File: config.mk
export PLATFORM = sky130hd
export DESIGN_NAME = sleep_queue_wakeup_top
export DESIGN_NICKNAME = d
export VERILOG_FILES = /design/src/sv/swq_pkg.sv /design/src/sv/sleep_queue_wakeup_top.sv /design/src/sv/swq_front.sv /design/src/sv/swq_back.sv /design/src/sv/swq_out_fifo.sv
export SDC_FILE = /design/constraint.sdc
export NUM_CORES = 1
export LEC_CHECK = 0
export BUFFER_PORTS_ARGS = -buffer_cell sky130_fd_sc_hd__buf_2
export CORE_ASPECT_RATIO = 1.1
export CORE_UTILIZATION = 50
export DETAILED_ROUTE_END_ITERATION = 8
export PLACE_DENSITY = 0.72
export SLEW_MARGIN = 10
export SYNTH_ARGS = -nofsm -noshare
export SYNTH_HDL_FRONTEND = slang
export SYNTH_HIERARCHICAL = 1
export SYNTH_SLANG_ARGS = --single-unit
File: constraint.sdc
create_clock -name clk -period 6.7 [get_ports clk]
set_clock_uncertainty 0.05 [all_clocks]
set_input_delay 1.005 -clock clk [delete_from_list [all_inputs] [get_ports clk]]
set_output_delay 1.005 -clock clk [all_outputs]
set_load 0.1 [all_outputs]
File: src/sv/swq_pkg.sv
// Shared types and sizing constants for the sleep queue with timer wakeup.
`default_nettype none
package swq_pkg;

  localparam int QUEUE_DEPTH = 16;
  localparam int CNT_W = $clog2(QUEUE_DEPTH + 1);
  localparam int IDX_W = (QUEUE_DEPTH > 1) ? $clog2(QUEUE_DEPTH) : 1;

  localparam logic KIND_SLEEP = 1'b0;
  localparam logic KIND_TICK  = 1'b1;

  typedef struct packed {
    logic        kind;
    logic [31:0] now;
    logic [7:0]  thread_id;
    logic [19:0] delay;
    logic        cpu_idle;
  } in_t;

  typedef struct packed {
    logic       woken_valid;
    logic [7:0] woken_id;
    logic       accepted;
    logic       queue_full;
    logic       yield_on_return;
    logic       last;
  } out_t;

  // Classified request: wake time for a sleep, current time for a tick.
  typedef struct packed {
    logic        is_tick;
    logic [31:0] time_val;
    logic [7:0]  thread_id;
    logic        cpu_idle;
  } req_t;

  // Request queue toward the back part.
  typedef struct packed {
    logic valid;
    req_t req;
  } req_link_t;

endpackage
`default_nettype wire

File: src/sv/sleep_queue_wakeup_top.sv
// Path: an accepted sleep request is registered in the front queue, and its result
//   then in the result queue, from which it can be popped.
// Throughput: one sleep request per cycle while the result queue has room; a tick
//   holds the back part to take it, scan one entry per cycle, check the end, close.
// A tick waking N threads needs N result slots; a full result queue stalls it.
// Reset: synchronous, active low; empties both queues and the table count.
// Table contents are not cleared, since only entries below the count are read.
`default_nettype none
module sleep_queue_wakeup_top
  import swq_pkg::*;
(
  input  wire logic clk,
  input  wire logic rst_n,
  // request side
  input  wire logic push,
  output logic      full,
  input  wire in_t  in_data,
  // result side
  output logic      empty,
  input  wire logic pop,
  output out_t      out_data
);

  req_link_t link;
  logic      link_pop;
  logic      res_push;
  out_t      res;
  logic      res_full;

  // Front: classify each request (saturated wake time for sleeps) and queue it.
  swq_front u_front (
    .clk      (clk),
    .rst_n    (rst_n),
    .push     (push),
    .full     (full),
    .in_data  (in_data),
    .link     (link),
    .link_pop (link_pop)
  );

  // Back: append sleeps, scan and compact the table on ticks.
  swq_back u_back (
    .clk      (clk),
    .rst_n    (rst_n),
    .link     (link),
    .link_pop (link_pop),
    .res_push (res_push),
    .res      (res),
    .res_full (res_full)
  );

  // Results wait here so the back part keeps working while the consumer stalls.
  swq_out_fifo u_out (
    .clk      (clk),
    .rst_n    (rst_n),
    .res_push (res_push),
    .res      (res),
    .res_full (res_full),
    .empty    (empty),
    .pop      (pop),
    .out_data (out_data)
  );

endmodule
`default_nettype wire

File: src/sv/swq_front.sv
// Front part: classifies input requests and queues them for the back part.
`default_nettype none
module swq_front
  import swq_pkg::*;
(
  input  wire logic      clk,
  input  wire logic      rst_n,
  input  wire logic      push,
  output logic           full,
  input  wire in_t       in_data,
  output req_link_t      link,
  input  wire logic      link_pop
);

  localparam int QD = 2;

  req_t       mem [QD];
  logic       wr_ptr_r, wr_ptr_nxt;
  logic       rd_ptr_r, rd_ptr_nxt;
  logic [1:0] cnt_r, cnt_nxt;
  logic [32:0] sum;
  req_t       req_in;
  logic       do_push, do_pop;

  // Saturate the wake time at the top of the counter range.
  assign sum = {1'b0, in_data.now} + {13'b0, in_data.delay};

  always_comb begin
    req_in.is_tick   = (in_data.kind == KIND_TICK);
    req_in.thread_id = in_data.thread_id;
    req_in.cpu_idle  = in_data.cpu_idle;
    if (in_data.kind == KIND_TICK) begin
      req_in.time_val = in_data.now;
    end else begin
      req_in.time_val = sum[32] ? 32'hFFFF_FFFF : sum[31:0];
    end
  end

  assign full       = (cnt_r == 2'(QD));
  assign do_push    = push && !full;
  assign do_pop     = link_pop && (cnt_r != 2'd0);
  assign link.valid = (cnt_r != 2'd0);
  assign link.req   = mem[rd_ptr_r];

  always_comb begin
    wr_ptr_nxt = do_push ? !wr_ptr_r : wr_ptr_r;
    rd_ptr_nxt = do_pop  ? !rd_ptr_r : rd_ptr_r;
    cnt_nxt    = cnt_r + {1'b0, do_push} - {1'b0, do_pop};
  end

  always_ff @(posedge clk) begin
    if (do_push) begin
      mem[wr_ptr_r] <= req_in;
    end
  end

  always_ff @(posedge clk) begin
    if (!rst_n) begin
      wr_ptr_r <= 1'b0;
      rd_ptr_r <= 1'b0;
      cnt_r    <= 2'd0;
    end else begin
      wr_ptr_r <= wr_ptr_nxt;
      rd_ptr_r <= rd_ptr_nxt;
      cnt_r    <= cnt_nxt;
    end
  end

endmodule
`default_nettype wire

File: src/sv/swq_back.sv
// Back: sleep table, append, one-entry-per-cycle scan; res_full can stall it.
`default_nettype none
module swq_back
  import swq_pkg::*;
(
  input  wire logic      clk,
  input  wire logic      rst_n,
  input  wire req_link_t link,
  output logic           link_pop,
  output logic           res_push,
  output out_t           res,
  input  wire logic      res_full
);

  typedef enum logic [2:0] {
    S_IDLE = 3'b001,
    S_SCAN = 3'b010,
    S_DONE = 3'b100
  } state_t;

  state_t           state_r, state_nxt;
  logic [7:0]       entry_id_r   [QUEUE_DEPTH];
  logic [31:0]      entry_wake_r [QUEUE_DEPTH];
  logic [CNT_W-1:0] count_r, count_nxt;
  logic [CNT_W-1:0] idx_r, idx_nxt;
  logic [CNT_W-1:0] keep_r, keep_nxt;
  logic             hold_valid_r, hold_valid_nxt;
  logic [7:0]       hold_id_r, hold_id_nxt;
  logic [31:0]      now_r, now_nxt;
  logic             yld_r, yld_nxt;

  logic             wr_en;
  logic [IDX_W-1:0] wr_addr;
  logic [7:0]       wr_id;
  logic [31:0]      wr_wake;
  logic [7:0]       rd_id;
  logic [31:0]      rd_wake;

  assign rd_id   = entry_id_r[idx_r[IDX_W-1:0]];
  assign rd_wake = entry_wake_r[idx_r[IDX_W-1:0]];

  always_comb begin
    state_nxt      = state_r;
    count_nxt      = count_r;
    idx_nxt        = idx_r;
    keep_nxt       = keep_r;
    hold_valid_nxt = hold_valid_r;
    hold_id_nxt    = hold_id_r;
    now_nxt        = now_r;
    yld_nxt        = yld_r;
    link_pop       = 1'b0;
    res_push       = 1'b0;
    res            = '0;
    wr_en          = 1'b0;
    wr_addr        = '0;
    wr_id          = '0;
    wr_wake        = '0;
    unique case (state_r)
      S_IDLE: begin
        if (link.valid && !res_full) begin
          link_pop = 1'b1;
          if (!link.req.is_tick) begin
            res_push = 1'b1;
            res.last = 1'b1;
            if (count_r == CNT_W'(QUEUE_DEPTH)) begin
              res.queue_full = 1'b1;
            end else begin
              res.accepted = 1'b1;
              wr_en        = 1'b1;
              wr_addr      = count_r[IDX_W-1:0];
              wr_id        = link.req.thread_id;
              wr_wake      = link.req.time_val;
              count_nxt    = count_r + 1'b1;
            end
          end else begin
            now_nxt        = link.req.time_val;
            yld_nxt        = !link.req.cpu_idle;
            idx_nxt        = '0;
            keep_nxt       = '0;
            hold_valid_nxt = 1'b0;
            state_nxt      = S_SCAN;
          end
        end
      end
      S_SCAN: begin
        if (idx_r == count_r) begin
          state_nxt = S_DONE;
        end else if (rd_wake <= now_r) begin
          // Hold the newest expired id; release the previous one as non-last.
          if (!(hold_valid_r && res_full)) begin
            if (hold_valid_r) begin
              res_push        = 1'b1;
              res.woken_valid = 1'b1;
              res.woken_id    = hold_id_r;
            end
            hold_valid_nxt = 1'b1;
            hold_id_nxt    = rd_id;
            idx_nxt        = idx_r + 1'b1;
          end
        end else begin
          // Compact the survivor down to the keep slot.
          wr_en    = 1'b1;
          wr_addr  = keep_r[IDX_W-1:0];
          wr_id    = rd_id;
          wr_wake  = rd_wake;
          keep_nxt = keep_r + 1'b1;
          idx_nxt  = idx_r + 1'b1;
        end
      end
      S_DONE: begin
        if (!res_full) begin
          res_push            = 1'b1;
          res.woken_valid     = hold_valid_r;
          res.woken_id        = hold_valid_r ? hold_id_r : 8'd0;
          res.yield_on_return = yld_r;
          res.last            = 1'b1;
          count_nxt           = keep_r;
          state_nxt           = S_IDLE;
        end
      end
      default: begin
        state_nxt = S_IDLE;
      end
    endcase
  end

  always_ff @(posedge clk) begin
    if (wr_en) begin
      entry_id_r[wr_addr]   <= wr_id;
      entry_wake_r[wr_addr] <= wr_wake;
    end
  end

  always_ff @(posedge clk) begin
    now_r     <= now_nxt;
    yld_r     <= yld_nxt;
    hold_id_r <= hold_id_nxt;
  end

  always_ff @(posedge clk) begin
    if (!rst_n) begin
      state_r      <= S_IDLE;
      count_r      <= '0;
      idx_r        <= '0;
      keep_r       <= '0;
      hold_valid_r <= 1'b0;
    end else begin
      state_r      <= state_nxt;
      count_r      <= count_nxt;
      idx_r        <= idx_nxt;
      keep_r       <= keep_nxt;
      hold_valid_r <= hold_valid_nxt;
    end
  end

endmodule
`default_nettype wire

File: src/sv/swq_out_fifo.sv
// Two-entry result queue between the back part and the result ports.
`default_nettype none
module swq_out_fifo
  import swq_pkg::*;
(
  input  wire logic clk,
  input  wire logic rst_n,
  input  wire logic res_push,
  input  wire out_t res,
  output logic      res_full,
  output logic      empty,
  input  wire logic pop,
  output out_t      out_data
);

  localparam int QD = 2;

  out_t       mem [QD];
  logic       wr_ptr_r, wr_ptr_nxt;
  logic       rd_ptr_r, rd_ptr_nxt;
  logic [1:0] cnt_r, cnt_nxt;
  logic       do_push, do_pop;

  assign res_full = (cnt_r == 2'(QD));
  assign empty    = (cnt_r == 2'd0);
  assign do_push  = res_push && !res_full;
  assign do_pop   = pop && !empty;
  assign out_data = mem[rd_ptr_r];

  always_comb begin
    wr_ptr_nxt = do_push ? !wr_ptr_r : wr_ptr_r;
    rd_ptr_nxt = do_pop  ? !rd_ptr_r : rd_ptr_r;
    cnt_nxt    = cnt_r + {1'b0, do_push} - {1'b0, do_pop};
  end

  always_ff @(posedge clk) begin
    if (do_push) begin
      mem[wr_ptr_r] <= res;
    end
  end

  always_ff @(posedge clk) begin
    if (!rst_n) begin
      wr_ptr_r <= 1'b0;
      rd_ptr_r <= 1'b0;
      cnt_r    <= 2'd0;
    end else begin
      wr_ptr_r <= wr_ptr_nxt;
      rd_ptr_r <= rd_ptr_nxt;
      cnt_r    <= cnt_nxt;
    end
  end

endmodule
`default_nettype wire

== Word level (Yosys, flattened, before mapping) ==
Memory sizes are Yosys's and may differ from the RTL's. A register that Yosys moved wholly into a read port is not among the register bits.
Cells that the tools add are included.

* Register bits: 68
* Latch bits: 0
* Bits in writable memories: 750
* Bits in read-only memories: 0
* Input bits: 66
* Output and inout bits: 15
* Logic and storage cells: 161
* Memories kept: 4

* Add/subtract/negate cells: 8
* Multiply operators: 0
* Div/mod/pow operators: 0
* $lt $le $gt $ge: 1
* Equal/unequal tests: 18
* Shifts and indexed selects: 0
* Mux-type cells: 89
* Bitwise operators: 2
* Reductions and logical operators: 25

{| class="wikitable"
|+ Memories
! memory !! words !! bits a word !! rd ports !! clocked after memory_dff !! write ports !! line !! text
|-
| u_back.entry_wake_r || 16 || 32 || 1 || 1 || 1 || swq_back.sv:23 || <nowiki>logic [31:0] entry_wake_r [QUEUE_DEPTH];</nowiki>
|-
| u_back.entry_id_r || 16 || 8 || 1 || 1 || 1 || swq_back.sv:22 || <nowiki>logic [7:0] entry_id_r [QUEUE_DEPTH];</nowiki>
|-
| u_front.mem || 2 || 42 || 1 || 1 || 1 || swq_front.sv:17 || <nowiki>req_t mem [QD];</nowiki>
|-
| u_out.mem || 2 || 13 || 1 || 1 || 1 || swq_out_fifo.sv:18 || <nowiki>out_t mem [QD];</nowiki>
|}

{| class="wikitable"
|+ Operators with widths
! operator !! number
|-
| $mux 32 || 7
|-
| $pmux 32 s2 || 1
|-
| $mux 5 || 11
|-
| $mux 8 || 6
|-
| $mux 9 || 5
|-
| $mux 4 || 9
|-
| $add 32x20->33 || 1
|-
| $le 32x32->1 || 1
|-
| $mux 1 || 31
|-
| $pmux 5 s2 || 3
|-
| $pmux 9 s2 || 1
|-
| $pmux 8 s2 || 1
|-
| $add 5x1->5 const B || 3
|-
| $reduce_and 5->1 || 3
|-
| $mux 3 || 4
|-
| $ne 2x2->1 const B || 6
|-
| $pmux 3 s3 || 1
|-
| $logic_not 1->1 || 8
|-
| $mux 2 || 4
|-
| $ne 2x1->1 const B || 4
|-
| $pmux 4 s2 || 1
|-
| $reduce_and 4->1 || 2
|-
| $logic_and 1x1->1 || 6
|-
| $pmux 1 s2 || 3
|-
| 15 further kinds || 21
|}

== Longest topological paths before layout ==
* Depth after elaboration: 9
* Mapped depth: 21
* Depth with buffers taken out: 18

== Modules after synthesis ==
The synthesis kept the hierarchy.

{| class="wikitable"
|+ By module, submodules not included
! module !! times used !! cells each !! area an instance (um^2) !! seq. area each (um^2)
|-
| swq_back || 1 || 1,302 || 27,894.3 || 20,910.1
|-
| swq_front || 1 || 436 || 5,076.1 || 2,622.5
|-
| swq_out_fifo || 1 || 67 || 1,211.2 || 880.8
|}

== Worst setup path before layout ==
Ideal clock, no wire load.

* Path kind: register -> register
* Start point: register (tool-made name)
* End point: memory u_back.entry_id_r[8][0] (enable)
* Library setup time: 0.442 ns
* Arrival: 5.937 ns
* Required time: 6.208 ns
* Path slack: 0.271 ns
* Stages on the path, launching flop included: 13
* Path buffers: 3
* Clock period less this slack: 6.429 ns
* Path through: dfxtp_1 clkbuf_1 buf_2 buf_1 mux4_2 mux4_2 ha_1 nand4_1 a2111o_1 a311oi_4 o21ai_2 o32a_1 nor2b_1

{| class="wikitable"
|+ RTL lines
! item !! line
|-
| end: declaration || swq_back.sv:22
|}

==> flow_metrics.py <==
metrics = {
    "sta": {
        "tns_ps": 0,
        "worst_pin_slew_ps": 1070,
        "slew_headroom_pct": 28.9,
        "fin_crit_ps": 5960,
        "finalSetupViolations": 0,
        "final_hold_viol_count": 0,
        "period_share_pct": 88.9,
        "grt_setup_unrepaired": "no",
        "fmax_mhz": 168,
        "slew_violations": 0,
    },
    "layout": {
        "nets": 2068,
        "utilization_pct": 57.2,
        "syn2layout_area_growth_pct": 13.3,
        "final_common_cell": "edfxtp_1",
        "num_antenna_cells": 0,
        "final_cell_mix": "791 x edfxtp_1, 200 x mux4_2, 84 x clkbuf_16, 80 x buf_2, 64 x inv_1",
        "finalNonFillerCells": 2921,
        "drive_above_1_share_pct": 27.6,
    },
    "global_route": {
        "antenna_found_initial": 0,
        "grt_pass1_vias": 18315,
        "grt_max_degree": 43,
        "grt_pass1_wl_microns": 116000,
        "grt_use_total_pct": 22.8,
        "global_route.overflow_total": 0,
    },
    "clock_network": {
        "cts.clk_slew.worst_paths_ps": 60,
        "cts_hold_buf": 0,
        "post_cts_buffers": 0,
        "htreeDepth": 3,
        "clock_sinks": 824,
        "cts_buffers": 82,
        "cts_resized": 0,
        "cts_tree": "done",
        "worstSkewPairLatency_ps": 630,
        "cts_max_path_buffers": 3,
        "cts_root_buffer": "clkbuf_16",
    },
    "power_and_ir_drop": {
        "power.density_mw_per_mm2": 368,
        "p_leak_nw": 12.7,
        "fin_total_pwr_mw": 14.3,
        "peakVddDrop_v": 0.000252,
    },
    "routing": {
        "detail_route.wl_per_cell_microns": 26.5,
        "dr.pass1.iters": 5,
        "ant_nets": 0,
        "wl_microns": 77500,
        "drc": 0,
        "drt_iter0_drc": 1896,
        "vias_per_cell": 6.09,
        "vias": 17775,
    },
    "floorplanning": {
        "ios": 81,
        "die_w_microns": 251,
        "dieHeight_microns": 276,
        "core_sq_mm": 0.0677,
        "dieArea_sq_mm": 0.0694,
        "num_rows": 100,
        "initial_core_util_pct": 50.5,
    },
    "worst_setup_path": {
        "rr_endpoint": "u_back/entry_wake_r[15][5]$_DFFE_PP_",
        "timing.reg2reg.setup_slack_ps": 740,
        "crit_chain": "buf_12 -> mux4_2 -> mux4_2 -> ha_1 -> nand4_1 -> nor3_1 -> a21oi_1 -> a31oi_1 -> o21ai_2 -> o22ai_1 -> and2_2 -> buf_4",
        "cpPeakStageDelay_ps": 870,
        "cpMostUsedCell": "mux4_2",
        "crit_path_end_kind": "flop",
        "cp.required_ps": 6950,
        "crit_type": "flop to flop",
        "slowest_stage": "a31oi_1",
        "crit_end": "u_back/entry_wake_r[15][5]$_DFFE_PP_",
        "r2r_cells": 12,
        "crit_arrival_ps": 6200,
        "crit_path_start_kind": "flop",
        "critPathMaxFanout": 27,
    },
    "placement": {
        "dp_hpwl_microns": 46100,
        "place_congestion": 0.886,
        "placed_cells": 2775,
        "io_buffers": 80,
    },
    "yosys": {
        "synth-edff-count": 791,
        "ys_ff_latch": 824,
        "synth_fp_nets": 1932,
        "syn_inst": 1805,
        "syn_area_per_cell_sq_um": 18.9,
        "synth-seq-area-share_pct": 71.4,
        "yosys_warnings": 6,
        "synth_ff_type": "edfxtp_1",
        "async_flop_share_pct": 0,
        "syn-cell-area_sq_mm": 0.0342,
        "ys_types": 83,
    },
    "hold_path": {
        "min_path_type": "flop to flop",
    },
    "run_status": {
        "status": "complete, no violations",
    },
    "job": {
        "cap_violations": 0,
    },
}
==> kinds of logic after synthesis <==
family / share of synthesized area, %
mux: 15.2
buf+inv: 1.67
compound gates: 4.73
fa+ha+maj: 2.25
simple gates: 4.04
xor+xnor: 0.692
flops: 71.4
==> stage by stage <==
step / area, sq um / hold slack [ps] / worst slack, ps
after floorplan: 34200 / 402 / 271
final: 38700 / 439 / 745
after detailed placement: 36100 / 427 / 820
after global routing: 38700 / 479 / 533
after CTS: 38700 / 436 / 746
after global placement: 36100 / 414 / 871
==> Yosys cell counts, drive strengths merged, types with 3 or more instances <==
cell type	number	share of area [%]
or4	3	0.077
nand2b	11	0.20
and4	5	0.13
dfxtp	33	1.9
a21boi	3	0.066
nor2	58	0.64
a311oi	3	0.18
o211ai	7	0.15
nand3b	4	0.088
o21a	6	0.14
o22ai	4	0.073
nor3	10	0.15
buf	27	0.38
nand4	14	0.27
xnor2	16	0.41
a22o	39	1.0
inv	64	0.70
nand3	28	0.42
xor2	11	0.28
clkbuf	53	0.58
mux4	200	13
or3	7	0.13
and3	15	0.28
o21bai	3	0.066
a2bb2oi	12	0.31
ha	60	2.2
a21o	9	0.20
mux2	56	2.0
a211oi	3	0.066
or2	3	0.055
a21oi	57	0.83
a41oi	4	0.10
nand2	59	0.65
edfxtp	791	69
a31oi	13	0.24
nor2b	13	0.24
and2	22	0.40
nor3b	5	0.11
o21ai	39	0.58
==> sequential cells by signal, indices dropped and copies added, names as in the netlist, 2 cells and up, named ones only <==
| name | flops |
|---|---|
| u_back/count_r | 5 |
| u_back/entry_id_r | 128 |
| u_back/entry_wake_r | 512 |
| u_back/hold_id_r | 8 |
| u_back/idx_r | 5 |
| u_back/keep_r | 5 |
| u_back/now_r | 32 |
| u_back/state_r | 3 |
| u_front/cnt_r | 2 |
| u_front/mem | 84 |
| u_out/cnt_r | 2 |
| u_out/mem | 26 |
==> power breakdown <==
part / total, mW / internal, mW / leakage (nW) / switching [mW]
combinational: 3.30 / 1.29 / 3.87 / 2.00
sequential: 6.54 / 6.37 / 7.57 / 0.166
clock: 4.42 / 2.56 / 1.26 / 1.86
==> metal layers <==
metal | routed length, microns | GRT usage [%]
met5 | 0 | 0
met4 | 2810 | 8.66
met3 | 5530 | 4.08
met2 | 39000 | 38.5
met1 | 30200 | 29.6
==> area by class of cell <==
class                           count  area, sq um
Sequential cell                   824        24400
Multi-Input combinational cell    837         9280
Timing Repair Buffer              132         1040
Inverter                           64          240
Clock inverter                     51          444
Tap cell                          918         1150
Clock buffer                       95         2140
Fill cell                        4920        29000
==> critical path: cells and delay by family (launching register included) <==
kind	cells	cell delay, ps
compound gates	4	1670
fa+ha+maj	1	330
buf+inv	2	670
flops	1	760
mux	2	1020
simple gates	3	1100
==> how the worst min path moves through the flow <==
stage | cells past startpoint | from | to
after global routing | 2 | u_out/wr_ptr_r$_SDFFE_PN0P_ | u_out/wr_ptr_r$_SDFFE_PN0P_
after floorplan | 2 | u_back/hold_valid_r$_SDFFE_PN0P_ | u_back/hold_valid_r$_SDFFE_PN0P_
final | 2 | u_out/wr_ptr_r$_SDFFE_PN0P_ | u_out/wr_ptr_r$_SDFFE_PN0P_
after detailed placement | 2 | u_out/wr_ptr_r$_SDFFE_PN0P_ | u_out/wr_ptr_r$_SDFFE_PN0P_
after global placement | 2 | u_out/wr_ptr_r$_SDFFE_PN0P_ | u_out/wr_ptr_r$_SDFFE_PN0P_
after CTS | 2 | u_out/wr_ptr_r$_SDFFE_PN0P_ | u_out/wr_ptr_r$_SDFFE_PN0P_
No activity file was read; power rests on OpenSTA's default activity.
